`config.mk`:
```
export PLATFORM = sky130hd
export DESIGN_NAME = json_token_lexer
export DESIGN_NICKNAME = d
export VERILOG_FILES = /design/src/rtl/jtl_pkg.sv /design/src/rtl/json_token_lexer.sv
export VERILOG_INCLUDE_DIRS = /design/src /design/src/rtl
export SDC_FILE = /design/constraint.sdc
export NUM_CORES = 2
export LEC_CHECK = 0
export BUFFER_PORTS_ARGS = -buffer_cell sky130_fd_sc_hd__buf_2
export CAP_MARGIN = 20
export CORE_ASPECT_RATIO = 0.8
export CORE_MARGIN = 2
export CORE_UTILIZATION = 37
export DETAILED_ROUTE_END_ITERATION = 7
export PLACE_DENSITY = 0.63
export SLEW_MARGIN = 20
export SYNTH_ARGS = -nofsm -noshare
export SYNTH_HDL_FRONTEND = slang
export SYNTH_SLANG_ARGS = --single-unit
export TNS_END_PERCENT = 50
```
`constraint.sdc`:
```
create_clock -name clk -period 11.5 [get_ports clk]
set_clock_uncertainty 0.2 [all_clocks]
set_input_delay 3.45 -clock clk [delete_from_list [all_inputs] [get_ports clk]]
set_output_delay 3.45 -clock clk [all_outputs]
set_load 0.005 [all_outputs]
```
`src/rtl/json_token_lexer_defines.svh`:
```
// Assertion macros shared by the JSON token lexer RTL.
`ifndef JSON_TOKEN_LEXER_DEFINES_SVH
`define JSON_TOKEN_LEXER_DEFINES_SVH

// Checks in the same cycle, under clk and arst_n of the enclosing module.
`define JTL_ASSERT_NOW(label, ante, cons, msg) \
	label: assert property (@(posedge clk) disable iff (!arst_n) (ante) |-> (cons)) \
		else $error(msg);

// Checks in the next cycle, under clk and arst_n of the enclosing module.
`define JTL_ASSERT_NEXT(label, ante, cons, msg) \
	label: assert property (@(posedge clk) disable iff (!arst_n) (ante) |=> (cons)) \
		else $error(msg);

`endif

```
`src/rtl/jtl_pkg.sv`:
```
// Types, codes and helper functions of the JSON token lexer.
package jtl_pkg;

	localparam int OFFSET_BITS = 24;
	localparam int LINE_BITS   = 16;
	localparam int FIFO_DEPTH  = 4;
	localparam int PTR_W       = $clog2(FIFO_DEPTH);

	localparam logic [3:0] KIND_LBRACKET = 4'd0;
	localparam logic [3:0] KIND_RBRACKET = 4'd1;
	localparam logic [3:0] KIND_LBRACE   = 4'd2;
	localparam logic [3:0] KIND_RBRACE   = 4'd3;
	localparam logic [3:0] KIND_COLON    = 4'd4;
	localparam logic [3:0] KIND_COMMA    = 4'd5;
	localparam logic [3:0] KIND_TRUE     = 4'd6;
	localparam logic [3:0] KIND_STRING   = 4'd9;
	localparam logic [3:0] KIND_INT      = 4'd10;
	localparam logic [3:0] KIND_DEC      = 4'd11;
	localparam logic [3:0] KIND_EOF      = 4'd12;
	localparam logic [3:0] KIND_ERR      = 4'd13;

	localparam logic [2:0] ERR_NONE    = 3'd0;
	localparam logic [2:0] ERR_LITERAL = 3'd1;
	localparam logic [2:0] ERR_STRING  = 3'd2;
	localparam logic [2:0] ERR_NUMBER  = 3'd3;
	localparam logic [2:0] ERR_OVERFLOW = 3'd4;

	localparam logic [7:0] CH_SPACE   = 8'h20;
	localparam logic [7:0] CH_NEWLINE = 8'h0A;
	localparam logic [7:0] CH_QUOTE   = 8'h22;
	localparam logic [7:0] CH_MINUS   = 8'h2D;
	localparam logic [7:0] CH_DOT     = 8'h2E;
	localparam logic [7:0] CH_ZERO    = 8'h30;
	localparam logic [7:0] CH_NINE    = 8'h39;

	localparam logic [1:0] LIT_TRUE  = 2'd0;
	localparam logic [1:0] LIT_FALSE = 2'd1;
	localparam logic [1:0] LIT_NULL  = 2'd2;

	localparam logic [32:0] ACC_LIMIT    = 33'h080000000;
	localparam logic [32:0] ACC_OVF_MARK = 33'h080000001;
	localparam logic [32:0] ACC_POS_MAX  = 33'h07FFFFFFF;

	typedef enum logic [1:0] {
		MODE_IDLE,
		MODE_LITERAL,
		MODE_STRING,
		MODE_NUMBER
	} lex_mode_t;

	typedef enum logic [2:0] {
		IC_SKIP,
		IC_PUNCT,
		IC_LITERAL,
		IC_STRING,
		IC_NUMBER,
		IC_BAD
	} idle_cls_t;

	typedef struct packed {
		logic       opcode;
		logic [7:0] data_byte;
	} jtl_in_t;

	typedef struct packed {
		logic [3:0]             token_kind;
		logic [2:0]             error_code;
		logic signed [31:0]     token_int;
		logic [OFFSET_BITS-1:0] token_offset;
		logic [OFFSET_BITS-1:0] token_length;
		logic [LINE_BITS-1:0]   token_line;
		logic [LINE_BITS-1:0]   token_column;
		logic                   last_of_run;
	} jtl_out_t;

	typedef struct packed {
		logic ovf;
		logic stop;
		logic dot;
		logic digit;
		logic sign;
	} num_flags_t;

	typedef struct packed {
		num_flags_t  flags;
		logic [32:0] acc;
	} num_st_t;

	function automatic logic in_num_set(logic [7:0] c);
		return (c == CH_MINUS) || (c == CH_DOT) || ((c >= CH_ZERO) && (c <= CH_NINE));
	endfunction

	function automatic logic [2:0] lit_len(logic [1:0] k);
		return (k == LIT_FALSE) ? 3'd5 : 3'd4;
	endfunction

	function automatic logic [7:0] lit_char(logic [1:0] k, logic [2:0] p);
		logic [7:0] ch;
		ch = 8'h00;
		case (k)
			LIT_TRUE: begin
				case (p)
					3'd0: ch = "t";
					3'd1: ch = "r";
					3'd2: ch = "u";
					3'd3: ch = "e";
					default: ch = 8'h00;
				endcase
			end
			LIT_FALSE: begin
				case (p)
					3'd0: ch = "f";
					3'd1: ch = "a";
					3'd2: ch = "l";
					3'd3: ch = "s";
					3'd4: ch = "e";
					default: ch = 8'h00;
				endcase
			end
			default: begin
				case (p)
					3'd0: ch = "n";
					3'd1: ch = "u";
					3'd2: ch = "l";
					3'd3: ch = "l";
					default: ch = 8'h00;
				endcase
			end
		endcase
		return ch;
	endfunction

	function automatic num_st_t num_feed(num_st_t st, logic [7:0] c, logic first);
		num_st_t     r;
		logic [35:0] prod;
		r = st;
		prod = ({3'b000, st.acc} << 3) + ({3'b000, st.acc} << 1) + 36'(c[3:0]);
		if (st.flags.stop) begin
			if (c == CH_DOT) r.flags.dot = 1'b1;
		end else if (c == CH_MINUS) begin
			if (first) r.flags.sign = 1'b1;
			else r.flags.stop = 1'b1;
		end else if (c == CH_DOT) begin
			if (st.flags.dot) r.flags.stop = 1'b1;
			else r.flags.dot = 1'b1;
		end else begin
			r.flags.digit = 1'b1;
			if (!(st.flags.dot || st.flags.ovf)) begin
				if (prod > 36'(ACC_LIMIT)) begin
					r.flags.ovf = 1'b1;
					r.acc = ACC_OVF_MARK;
				end else begin
					r.acc = prod[32:0];
				end
			end
		end
		return r;
	endfunction

endpackage

```
`src/rtl/json_token_lexer.sv`:
```
// JSON token lexer: one text byte or end marker per request, up to two tokens out.
// A request's tokens are registered in the result queue, behind any older tokens.
// Throughput: one request per cycle; a four-entry result queue takes up to two tokens
// per request, and in_ready drops while more than two tokens wait in it.
// Reset clears the lexer state and the result queue at once; no clearing pass.
module json_token_lexer (
	input  logic             clk,
	input  logic             arst_n,
	input  logic             in_valid,
	output logic             in_ready,
	input  jtl_pkg::jtl_in_t in_data,
	output logic             out_valid,
	input  logic             out_ready,
	output jtl_pkg::jtl_out_t out_data
);
	import jtl_pkg::*;

	`include "json_token_lexer_defines.svh"

	lex_mode_t              mode_q, mode_d;
	logic [1:0]             lit_k_q, lit_k_d;
	logic [2:0]             lit_pos_q, lit_pos_d;
	logic [OFFSET_BITS-1:0] byte_pos_q, byte_pos_d;
	logic [OFFSET_BITS-1:0] start_pos_q, start_pos_d;
	logic [LINE_BITS-1:0]   cur_line_q, cur_line_d;
	logic [LINE_BITS-1:0]   cur_col_q, cur_col_d;
	logic [LINE_BITS-1:0]   start_line_q, start_line_d;
	logic [LINE_BITS-1:0]   start_col_q, start_col_d;
	num_st_t                num_q, num_d;
	logic                   halted_q, halted_d;

	jtl_out_t               fifo_q [FIFO_DEPTH];
	logic [PTR_W-1:0]       rd_ptr_q, wr_ptr_q, wr_ptr_nx;
	logic [PTR_W:0]         cnt_q;
	logic [1:0]             push_n;
	logic                   pop;

	logic                   fire;
	logic                   is_end;
	logic [7:0]             c;
	logic                   c_num;
	logic [OFFSET_BITS-1:0] diff;
	logic [OFFSET_BITS:0]   diff_inc;
	logic [OFFSET_BITS-1:0] diff_inc_sat;
	logic [OFFSET_BITS-1:0] str_len;
	logic                   lit_match;
	logic                   lit_done;
	idle_cls_t              idle_cls;
	logic [3:0]             idle_kind;
	logic [1:0]             idle_lit;
	logic                   fin_halt;
	jtl_out_t               fin_tok, eof_tok, idle_tok;
	jtl_out_t               res0, res1;
	logic [1:0]             res_cnt;

	function automatic jtl_out_t make_tok(logic [3:0] kind, logic [2:0] err,
		logic [31:0] val, logic [OFFSET_BITS-1:0] off, logic [OFFSET_BITS-1:0] len,
		logic [LINE_BITS-1:0] line, logic [LINE_BITS-1:0] col);
		jtl_out_t t;
		t.token_kind   = kind;
		t.error_code   = err;
		t.token_int    = val;
		t.token_offset = off;
		t.token_length = len;
		t.token_line   = line;
		t.token_column = col;
		t.last_of_run  = 1'b0;
		return t;
	endfunction

	assign fire     = in_valid && in_ready;
	assign in_ready = (cnt_q <= (PTR_W + 1)'(FIFO_DEPTH - 2));
	assign is_end   = in_data.opcode;
	assign c        = in_data.data_byte;
	assign c_num    = in_num_set(c);

	assign diff         = byte_pos_q - start_pos_q;
	assign diff_inc     = {1'b0, diff} + 1'b1;
	assign diff_inc_sat = diff_inc[OFFSET_BITS] ? '1 : diff_inc[OFFSET_BITS-1:0];
	assign str_len      = (diff == '0) ? '0 : diff - 1'b1;

	assign lit_match = (lit_pos_q < lit_len(lit_k_q)) && (c == lit_char(lit_k_q, lit_pos_q));
	assign lit_done  = (3'(lit_pos_q + 3'd1) == lit_len(lit_k_q));

	always_comb begin
		idle_cls  = IC_BAD;
		idle_kind = KIND_ERR;
		idle_lit  = LIT_TRUE;
		case (c)
			CH_SPACE, CH_NEWLINE: idle_cls = IC_SKIP;
			"[": begin
				idle_cls  = IC_PUNCT;
				idle_kind = KIND_LBRACKET;
			end
			"]": begin
				idle_cls  = IC_PUNCT;
				idle_kind = KIND_RBRACKET;
			end
			"{": begin
				idle_cls  = IC_PUNCT;
				idle_kind = KIND_LBRACE;
			end
			"}": begin
				idle_cls  = IC_PUNCT;
				idle_kind = KIND_RBRACE;
			end
			":": begin
				idle_cls  = IC_PUNCT;
				idle_kind = KIND_COLON;
			end
			",": begin
				idle_cls  = IC_PUNCT;
				idle_kind = KIND_COMMA;
			end
			"t": begin
				idle_cls = IC_LITERAL;
				idle_lit = LIT_TRUE;
			end
			"f": begin
				idle_cls = IC_LITERAL;
				idle_lit = LIT_FALSE;
			end
			"n": begin
				idle_cls = IC_LITERAL;
				idle_lit = LIT_NULL;
			end
			CH_QUOTE: idle_cls = IC_STRING;
			default: begin
				if (c_num) idle_cls = IC_NUMBER;
			end
		endcase
	end

	// Closing a number uses the flags as they stand before the current byte.
	always_comb begin
		fin_halt = 1'b0;
		if (!num_q.flags.digit) begin
			fin_halt = 1'b1;
			fin_tok  = make_tok(KIND_ERR, ERR_NUMBER, '0, start_pos_q, diff,
				start_line_q, start_col_q);
		end else if (num_q.flags.dot) begin
			fin_tok = make_tok(KIND_DEC, ERR_NONE, '0, start_pos_q, diff,
				start_line_q, start_col_q);
		end else if (num_q.flags.ovf || (!num_q.flags.sign && (num_q.acc > ACC_POS_MAX))) begin
			fin_halt = 1'b1;
			fin_tok  = make_tok(KIND_ERR, ERR_OVERFLOW, '0, start_pos_q, diff,
				start_line_q, start_col_q);
		end else begin
			fin_tok = make_tok(KIND_INT, ERR_NONE,
				num_q.flags.sign ? 32'(-num_q.acc[31:0]) : num_q.acc[31:0],
				start_pos_q, diff, start_line_q, start_col_q);
		end
	end

	assign eof_tok  = make_tok(KIND_EOF, ERR_NONE, '0, byte_pos_q, '0, cur_line_q, cur_col_q);
	assign idle_tok = make_tok((idle_cls == IC_PUNCT) ? idle_kind : KIND_ERR,
		(idle_cls == IC_PUNCT) ? ERR_NONE : ERR_NUMBER, '0, byte_pos_q,
		(idle_cls == IC_PUNCT) ? OFFSET_BITS'(1) : '0, cur_line_q, cur_col_q);

	always_comb begin
		res0    = eof_tok;
		res1    = eof_tok;
		res_cnt = 2'd0;
		if (!halted_q) begin
			if (is_end) begin
				case (mode_q)
					MODE_LITERAL: begin
						res0    = make_tok(KIND_ERR, ERR_LITERAL, '0, start_pos_q, diff,
							start_line_q, start_col_q);
						res_cnt = 2'd1;
					end
					MODE_STRING: begin
						res0    = make_tok(KIND_ERR, ERR_STRING, '0, start_pos_q, str_len,
							start_line_q, start_col_q);
						res_cnt = 2'd1;
					end
					MODE_NUMBER: begin
						res0    = fin_tok;
						res_cnt = fin_halt ? 2'd1 : 2'd2;
					end
					default: res_cnt = 2'd1;
				endcase
			end else begin
				case (mode_q)
					MODE_LITERAL: begin
						res_cnt = 2'd1;
						if (!lit_match) begin
							res0 = make_tok(KIND_ERR, ERR_LITERAL, '0, start_pos_q,
								diff_inc_sat, start_line_q, start_col_q);
						end else if (lit_done) begin
							res0 = make_tok(4'(KIND_TRUE + 4'(lit_k_q)), ERR_NONE, '0,
								start_pos_q, OFFSET_BITS'(lit_len(lit_k_q)),
								start_line_q, start_col_q);
						end else begin
							res_cnt = 2'd0;
						end
					end
					MODE_STRING: begin
						if (c == CH_QUOTE) begin
							res0    = make_tok(KIND_STRING, ERR_NONE, '0, start_pos_q, str_len,
								start_line_q, start_col_q);
							res_cnt = 2'd1;
						end
					end
					MODE_NUMBER: begin
						if (!c_num) begin
							res0    = fin_tok;
							res1    = idle_tok;
							res_cnt = (!fin_halt && (idle_cls == IC_PUNCT || idle_cls == IC_BAD))
								? 2'd2 : 2'd1;
						end
					end
					default: begin
						if (idle_cls == IC_PUNCT || idle_cls == IC_BAD) begin
							res0    = idle_tok;
							res_cnt = 2'd1;
						end
					end
				endcase
			end
		end
		res0.last_of_run = (res_cnt == 2'd1);
		res1.last_of_run = 1'b1;
	end

	always_comb begin
		mode_d       = mode_q;
		lit_k_d      = lit_k_q;
		lit_pos_d    = lit_pos_q;
		byte_pos_d   = byte_pos_q;
		start_pos_d  = start_pos_q;
		cur_line_d   = cur_line_q;
		cur_col_d    = cur_col_q;
		start_line_d = start_line_q;
		start_col_d  = start_col_q;
		num_d        = num_q;
		halted_d     = halted_q;
		if (fire) begin
			if (is_end) begin
				mode_d       = MODE_IDLE;
				lit_k_d      = '0;
				lit_pos_d    = '0;
				byte_pos_d   = '0;
				start_pos_d  = '0;
				cur_line_d   = LINE_BITS'(1);
				cur_col_d    = LINE_BITS'(1);
				start_line_d = LINE_BITS'(1);
				start_col_d  = LINE_BITS'(1);
				num_d        = '0;
				halted_d     = 1'b0;
			end else if (!halted_q) begin
				case (mode_q)
					MODE_LITERAL: begin
						if (lit_match) begin
							lit_pos_d = 3'(lit_pos_q + 3'd1);
							if (lit_done) mode_d = MODE_IDLE;
						end else begin
							halted_d = 1'b1;
						end
					end
					MODE_STRING: begin
						if (c == CH_QUOTE) mode_d = MODE_IDLE;
					end
					MODE_NUMBER: begin
						if (c_num) begin
							num_d = num_feed(num_q, c, 1'b0);
						end else begin
							mode_d = MODE_IDLE;
							if (fin_halt) halted_d = 1'b1;
						end
					end
					default: ;
				endcase
				if ((mode_q == MODE_IDLE || (mode_q == MODE_NUMBER && !c_num && !fin_halt))
					&& idle_cls != IC_SKIP) begin
					start_pos_d  = byte_pos_q;
					start_line_d = cur_line_q;
					start_col_d  = cur_col_q;
					case (idle_cls)
						IC_LITERAL: begin
							mode_d    = MODE_LITERAL;
							lit_k_d   = idle_lit;
							lit_pos_d = 3'd1;
						end
						IC_STRING: mode_d = MODE_STRING;
						IC_NUMBER: begin
							mode_d = MODE_NUMBER;
							num_d  = num_feed('0, c, 1'b1);
						end
						IC_BAD: halted_d = 1'b1;
						default: ;
					endcase
				end
				if (byte_pos_q != '1) byte_pos_d = byte_pos_q + 1'b1;
				if (c == CH_NEWLINE) begin
					if (cur_line_q != '1) cur_line_d = cur_line_q + 1'b1;
					cur_col_d = LINE_BITS'(1);
				end else if (cur_col_q != '1) begin
					cur_col_d = cur_col_q + 1'b1;
				end
			end
		end
	end

	always_ff @(posedge clk or negedge arst_n) begin
		if (!arst_n) begin
			mode_q       <= MODE_IDLE;
			lit_k_q      <= '0;
			lit_pos_q    <= '0;
			byte_pos_q   <= '0;
			start_pos_q  <= '0;
			cur_line_q   <= LINE_BITS'(1);
			cur_col_q    <= LINE_BITS'(1);
			start_line_q <= LINE_BITS'(1);
			start_col_q  <= LINE_BITS'(1);
			num_q        <= '0;
			halted_q     <= 1'b0;
		end else begin
			mode_q       <= mode_d;
			lit_k_q      <= lit_k_d;
			lit_pos_q    <= lit_pos_d;
			byte_pos_q   <= byte_pos_d;
			start_pos_q  <= start_pos_d;
			cur_line_q   <= cur_line_d;
			cur_col_q    <= cur_col_d;
			start_line_q <= start_line_d;
			start_col_q  <= start_col_d;
			num_q        <= num_d;
			halted_q     <= halted_d;
		end
	end

	assign push_n    = fire ? res_cnt : 2'd0;
	assign pop       = out_valid && out_ready;
	assign wr_ptr_nx = wr_ptr_q + 1'b1;
	assign out_valid = (cnt_q != '0);
	assign out_data  = fifo_q[rd_ptr_q];

	always_ff @(posedge clk) begin
		if (push_n != 2'd0) fifo_q[wr_ptr_q] <= res0;
		if (push_n == 2'd2) fifo_q[wr_ptr_nx] <= res1;
	end

	always_ff @(posedge clk or negedge arst_n) begin
		if (!arst_n) begin
			rd_ptr_q <= '0;
			wr_ptr_q <= '0;
			cnt_q    <= '0;
		end else begin
			if (pop) rd_ptr_q <= rd_ptr_q + 1'b1;
			wr_ptr_q <= wr_ptr_q + PTR_W'(push_n);
			cnt_q    <= cnt_q + (PTR_W + 1)'(push_n) - (PTR_W + 1)'(pop);
		end
	end

	`JTL_ASSERT_NOW(a_queue_room, fire, (cnt_q + (PTR_W + 1)'(res_cnt)) <= (PTR_W + 1)'(FIFO_DEPTH),
		"result queue overflow")
	`JTL_ASSERT_NOW(a_halt_silent, fire && halted_q, res_cnt == 2'd0,
		"token produced while halted")
	`JTL_ASSERT_NEXT(a_end_clears, fire && is_end, mode_q == MODE_IDLE && !halted_q &&
		byte_pos_q == '0, "end marker did not reset the lexer")
	`JTL_ASSERT_NEXT(a_pos_advance, fire && !is_end && !halted_q,
		byte_pos_q >= $past(byte_pos_q) && byte_pos_q != '0, "byte position did not advance")

endmodule

```
* Word level (Yosys, flattened, before mapping)
Memory sizes are Yosys's and may differ from the RTL's.
Index checks and enable logic that the tools add are counted.
** Word-level totals
- Bits of input ports :: 13
- Bits in registers :: 165
- Word-level logic and storage cells :: 250
- Memory bits (writable) :: 480
- Memories :: 1
- Output and inout port bits :: 122
** Memories
- fifo_q :: depth 4, width 120, read ports 1, clocked after memory_dff 0, write ports 2, line json_token_lexer.sv:32 : jtl_out_t fifo_q [FIFO_DEPTH];
** Cells by class
- Add/sub/neg operators :: 16
- $lt $le $gt $ge :: 7
- Equality and inequality tests :: 35
- Reductions and logical operators :: 41
- Mux-type cells :: 131
** Operator list (count)
- $mux W120 :: 9
- $mux W119 :: 5
- $pmux W120 S3 :: 1
- $pmux W119 S3 :: 1
- $mux W38 :: 6
- $mux W16 :: 14
- $mux W24 :: 8
- $mux W33 :: 5
- $mux W32 :: 4
- $eq A8 B7 Y1 const B :: 7
- $eq A8 B6 Y1 const B :: 6
- $mux W2 :: 23
- $mux W1 :: 37
- $add A36 B34 Y36 :: 1
- $add A36 B4 Y36 :: 1
- $gt A36 B32 Y1 const B :: 1
- $pmux W7 S5 :: 1
- $gt A33 B31 Y1 const B :: 1
- $add A16 B1 Y16 const B :: 2
- $gt A4 B32 Y1 const B :: 1
- $ne A16 B16 Y1 const B :: 2
- $neg A32 Y32 :: 1
- $pmux W7 S4 :: 1
- $add A24 B1 Y25 const B :: 1
- other kinds (46) :: 91

* Logic depth before layout (Yosys ltp)
- Depth in word-level cells :: 17
- Gate-level depth with buffers :: 19
- Gate-level depth less buffers :: 18

* Worst setup path after synthesis
Ideal clock, no wire load.
- Path kind :: input -> register
- Start :: input in_data[3] (netlist bit)
- End :: register num_q[12] (netlist bit)
- Required time :: 11223 ps
- Stages :: 18
- Data arrival time :: 7604 ps
- Setup time :: 77 ps
- Slack :: 3619 ps
- Path buffers :: 3
- Cell sequence :: clkbuf_1 -> inv_1 -> fa_1 -> inv_1 -> ha_1 -> a21oi_1 -> o211ai_1 -> a21oi_1 -> o31ai_1 -> a311o_1 -> a211oi_2 -> xnor2_1 -> or4_1 -> nand2b_1 -> buf_2 -> or3_4 -> buf_2 -> o21ai_1
** Between the ends
- Longest elaborated chain between the ends :: 13
- Elaborated cells on any way between the ends :: 46
- Those cells by class :: add/sub: 1; order compare: 3; eq/ne: 15; mux: 15; reduce/logical: 12
** Ends and longest elaborated chain
- from (decl) :: line json_token_lexer.sv:11 : input jtl_pkg::jtl_in_t in_data,
- $add A36 B4 Y36 :: line jtl_pkg.sv:137 : prod = ({3'b000, st.acc} << 3) + ({3'b000, st.acc} << 1) + 36'(c[3:0]);
- $gt A36 B32 Y1 :: line jtl_pkg.sv:149 : if (prod > 36'(ACC_LIMIT)) begin
- $mux W33 :: line jtl_pkg.sv:149
- $mux W33 :: line jtl_pkg.sv:148 : if (!(st.flags.dot || st.flags.ovf)) begin
- $mux W33 :: line jtl_pkg.sv:143 : end else if (c == CH_DOT) begin
- $mux W33 :: line jtl_pkg.sv:140 : end else if (c == CH_MINUS) begin
- $mux W33 :: line jtl_pkg.sv:138 : if (st.flags.stop) begin
- $mux W38 :: line json_token_lexer.sv:265 : if (c_num) begin
- $mux W38 :: line json_token_lexer.sv:252 : case (mode_q)
- $mux W38 :: line json_token_lexer.sv:279 : case (idle_cls)
- $mux W38 (*) :: line json_token_lexer.sv:274 : if ((mode_q == MODE_IDLE || (mode_q == MODE_NUMBER && !c_num && !fin_halt))
- $mux W38 (*) :: line json_token_lexer.sv:251 : end else if (!halted_q) begin
- $mux W38 (*) :: line json_token_lexer.sv:239 : if (is_end) begin
- to (signal assigned) :: line json_token_lexer.sv:328 : num_q <= num_d;
- to (decl) :: line json_token_lexer.sv:29 : num_st_t num_q, num_d;
Mark *: on every way between the ends. The rest lies on a longest branch, timed or not. The select of a mux whose other input is x is not followed.
A chain may end at the register's enable or synchronous reset.

==> flow_summary.json <==
{
  "clk_path_buf_depth": 3,
  "initial_utilization": 0.374,
  "core-area_um2": 96900,
  "clockRootBuffer": "clkbuf_16",
  "ys.flop_type": "edfxtp_1",
  "regArea_um2": 16300,
  "ys_types": 108,
  "crit_slowest_cell": "o21ai_4",
  "syn_nets": 3744,
  "critPathCapture": "fifo_q[1][70]",
  "grt_antenna_before_repair": 10,
  "die_width_um": 354,
  "layout.nets": 3707,
  "vias": 29836,
  "multiInputGateArea_um2": 18500,
  "crit_fanout": 96,
  "final_common_cell": "o21ai_0",
  "grt_first_pass_wirelength_mm": 173,
  "peakVddDrop_v": 0.000134,
  "critPathCaptureType": "flip-flop",
  "drtIter0Drc": 3097,
  "worstSkewPairLatency_ns": 0.64,
  "cts_tree": "yes",
  "synth_area_um2": 36200,
  "path_clk_slew_ns": 0.06,
  "cts_made_buffers": 72,
  "crit_type": "in2reg",
  "post-route-util": 0.415,
  "num_rows": 102,
  "leakagePower_nw": 15.3,
  "postRouteAntennaNets": 0,
  "crit_chain": "buf_2, nor2_1, nand3b_1, or4_1, nor2_1, nor3_1, a311oi_4, o31ai_4, buf_4, o21ai_4, buf_4, nand2_1, o21ai_0",
  "fill_cells": 9264,
  "synth_edf_count": 252,
  "final_cell_mix": "o21ai_0, nand2_1, edfxtp_1",
  "place_inst": 4810,
  "overflow": 0,
  "critical_path_arrival_ns": 8.51,
  "synth_cells": 3621,
  "syn_to_final_growth_pct": 10.9,
  "ys.warnings.count": 0,
  "p_total_mw": 8.23,
  "max_stage_delay_ns": 0.88,
  "worst_pin_slew_ns": 1.08,
  "power.density_nw_per_um2": 205,
  "routabilityCongestion": 0.921,
  "pre_cts_ws_ns": 2.70,
  "fmax_mhz": 121,
  "final-instance-count-excl-fill": 4944,
  "post_cts_buffers": 0,
  "port_buffers": 134,
  "yosysSeqAreaShare": 0.449,
  "reg2reg_from": "byte_pos_q[4]",
  "wl_per_cell_um": 22.5,
  "num_io_pins": 135,
  "hp-class": "reg2reg",
  "place_hpwl_mm": 72.6,
  "grt_max_degree": 97,
  "wl_mm": 111,
  "max_cap_viol_count": 0,
  "slew_headroom": 0.281,
  "reg2reg_setup_slack_ns": 5.60,
  "hold_viol": 0,
  "cts_sinks": 645,
  "ctsHoldBuffers": 0,
  "fin_setup_tns_ns": 0,
  "drc": 0,
  "h-tree-depth": 3,
  "critPathRequiredTime_ns": 11.75,
  "die_h_um": 284,
  "cts-resized-gates": 0,
  "timing.rr.end": "fifo_q[2][33]",
  "setup_viol": 0,
  "min_period_ns": 8.26,
  "fin_ws_ns": 3.24,
  "status": "completed",
  "synth-seq-cells": 645,
  "r2r_cells": 11,
  "grt_use_total": 0.217,
  "firstDrtPassIters": 5,
  "drive_gt1_frac": 0.139,
  "rsz0062_at_grt": "no",
  "cp-startpoint": "in_data[7]",
  "async_flop_share": 0.256,
  "cp-start-kind": "input pin",
  "finalMaxSlewViolations": 0,
  "die_area_um2": 100000,
  "hold_depth": 2,
  "finalCritPeriodShare": 0.718,
  "grt_pass1_vias": 28225,
  "synth_area_per_cell_um2": 10.0,
  "drt-vias-per-instance": 6.03
}
[synthesized netlist by cell type (37+ instances only)]
cell | n | area (um2)
nand3_1 | 229 | 1150
inv_1 | 78 | 293
a22o_1 | 231 | 2020
nand2_1 | 338 | 1270
buf_2 | 66 | 330
a21oi_1 | 153 | 766
o21ai_0 | 390 | 1950
or3_1 | 37 | 231
mux4_2 | 120 | 2700
xnor2_1 | 71 | 622
nor2_1 | 163 | 612
clkbuf_1 | 203 | 762
edfxtp_1 | 252 | 7570
nor3_1 | 59 | 295
xor2_1 | 51 | 447
dfxtp_1 | 228 | 4560
ha_1 | 106 | 1330
nand4_1 | 45 | 282
dfrtp_1 | 161 | 4030
and3_1 | 46 | 288
[critical path, delay by kind of cell]
| kind | cells | cell delay [ns] |
|---|---|---|
| buf+inv | 3 | 1.10 |
| simple gates | 6 | 2.09 |
| compound gates | 4 | 1.79 |
[metrics by stage]
stage                     hold WS, ns  area (um2)
after global routing            0.277       40200
after CTS                       0.252       40200
final                           0.249       40200
after detailed placement        0.240       37800
after global placement          0.231       37800
after floorplan                 0.220       36200
[flip-flops by register name, indices dropped and copies added (netlist names)]
signal        flops
fifo_q          480
num_q            38
byte_pos_q       24
start_pos_q      24
cur_col_q        16
cur_line_q       16
start_col_q      16
start_line_q     16
cnt_q             3
lit_pos_q         3
lit_k_q           2
mode_q            2
rd_ptr_q          2
wr_ptr_q          2
halted_q          1
[cells by family (layout without fill, tap and decap cells)]
group | count (synthesis) | after routing | synth area share
muxes | 132 | 132 | 0.0780
xor gates and xnor gates | 123 | 123 | 0.0300
DFF | 645 | 645 | 0.449
AOI/OAI and AO/OA | 1128 | 1128 | 0.209
buffers and inverters | 378 | 400 | 0.0423
other | 0 | 1 | 0
and+or+nand+nor | 1105 | 1105 | 0.153
adders and majority gates | 110 | 110 | 0.0388
[power by group]
part	internal [mW]	switching (mW)	total, mW
Combinational	1.18	1.93	3.11
Sequential	2.59	0.247	2.83
Clock	1.29	0.991	2.28
Total	5.06	3.17	8.23
[worst min-delay path by stage]
stage                              from             to  slack, ns
after floorplan           fifo_q[1][36]  fifo_q[1][36]       0.22
after global placement    fifo_q[2][41]  fifo_q[2][41]       0.23
after detailed placement  fifo_q[1][40]  fifo_q[1][40]       0.24
after CTS                 fifo_q[1][55]  fifo_q[1][55]       0.25
after global routing      fifo_q[1][40]  fifo_q[1][40]       0.28
final                     fifo_q[1][55]  fifo_q[1][55]       0.25
[layer usage]
| metal | GRT usage | up-vias | wire [um] |
|---|---|---|---|
| met4 | 0.0535 | 12 | 2500 |
| met3 | 0.0524 | 169 | 10900 |
| met5 | 0 | - | 63 |
| met2 | 0.318 | 1289 | 47300 |
| li1 | - | 13642 | - |
| met1 | 0.319 | 14724 | 50500 |
[area by class of cell]
type                            instances  area share
Antenna cell                            1   0.0000623
Clock buffer                          103      0.0495
Clock inverter                         30     0.00844
Inverter                               79     0.00738
Multi-Input combinational cell       2598       0.462
Sequential cell                       645       0.405
Tap cell                             1300      0.0405
Timing Repair Buffer                  188      0.0273
Power figures use the tool's default switching activity.
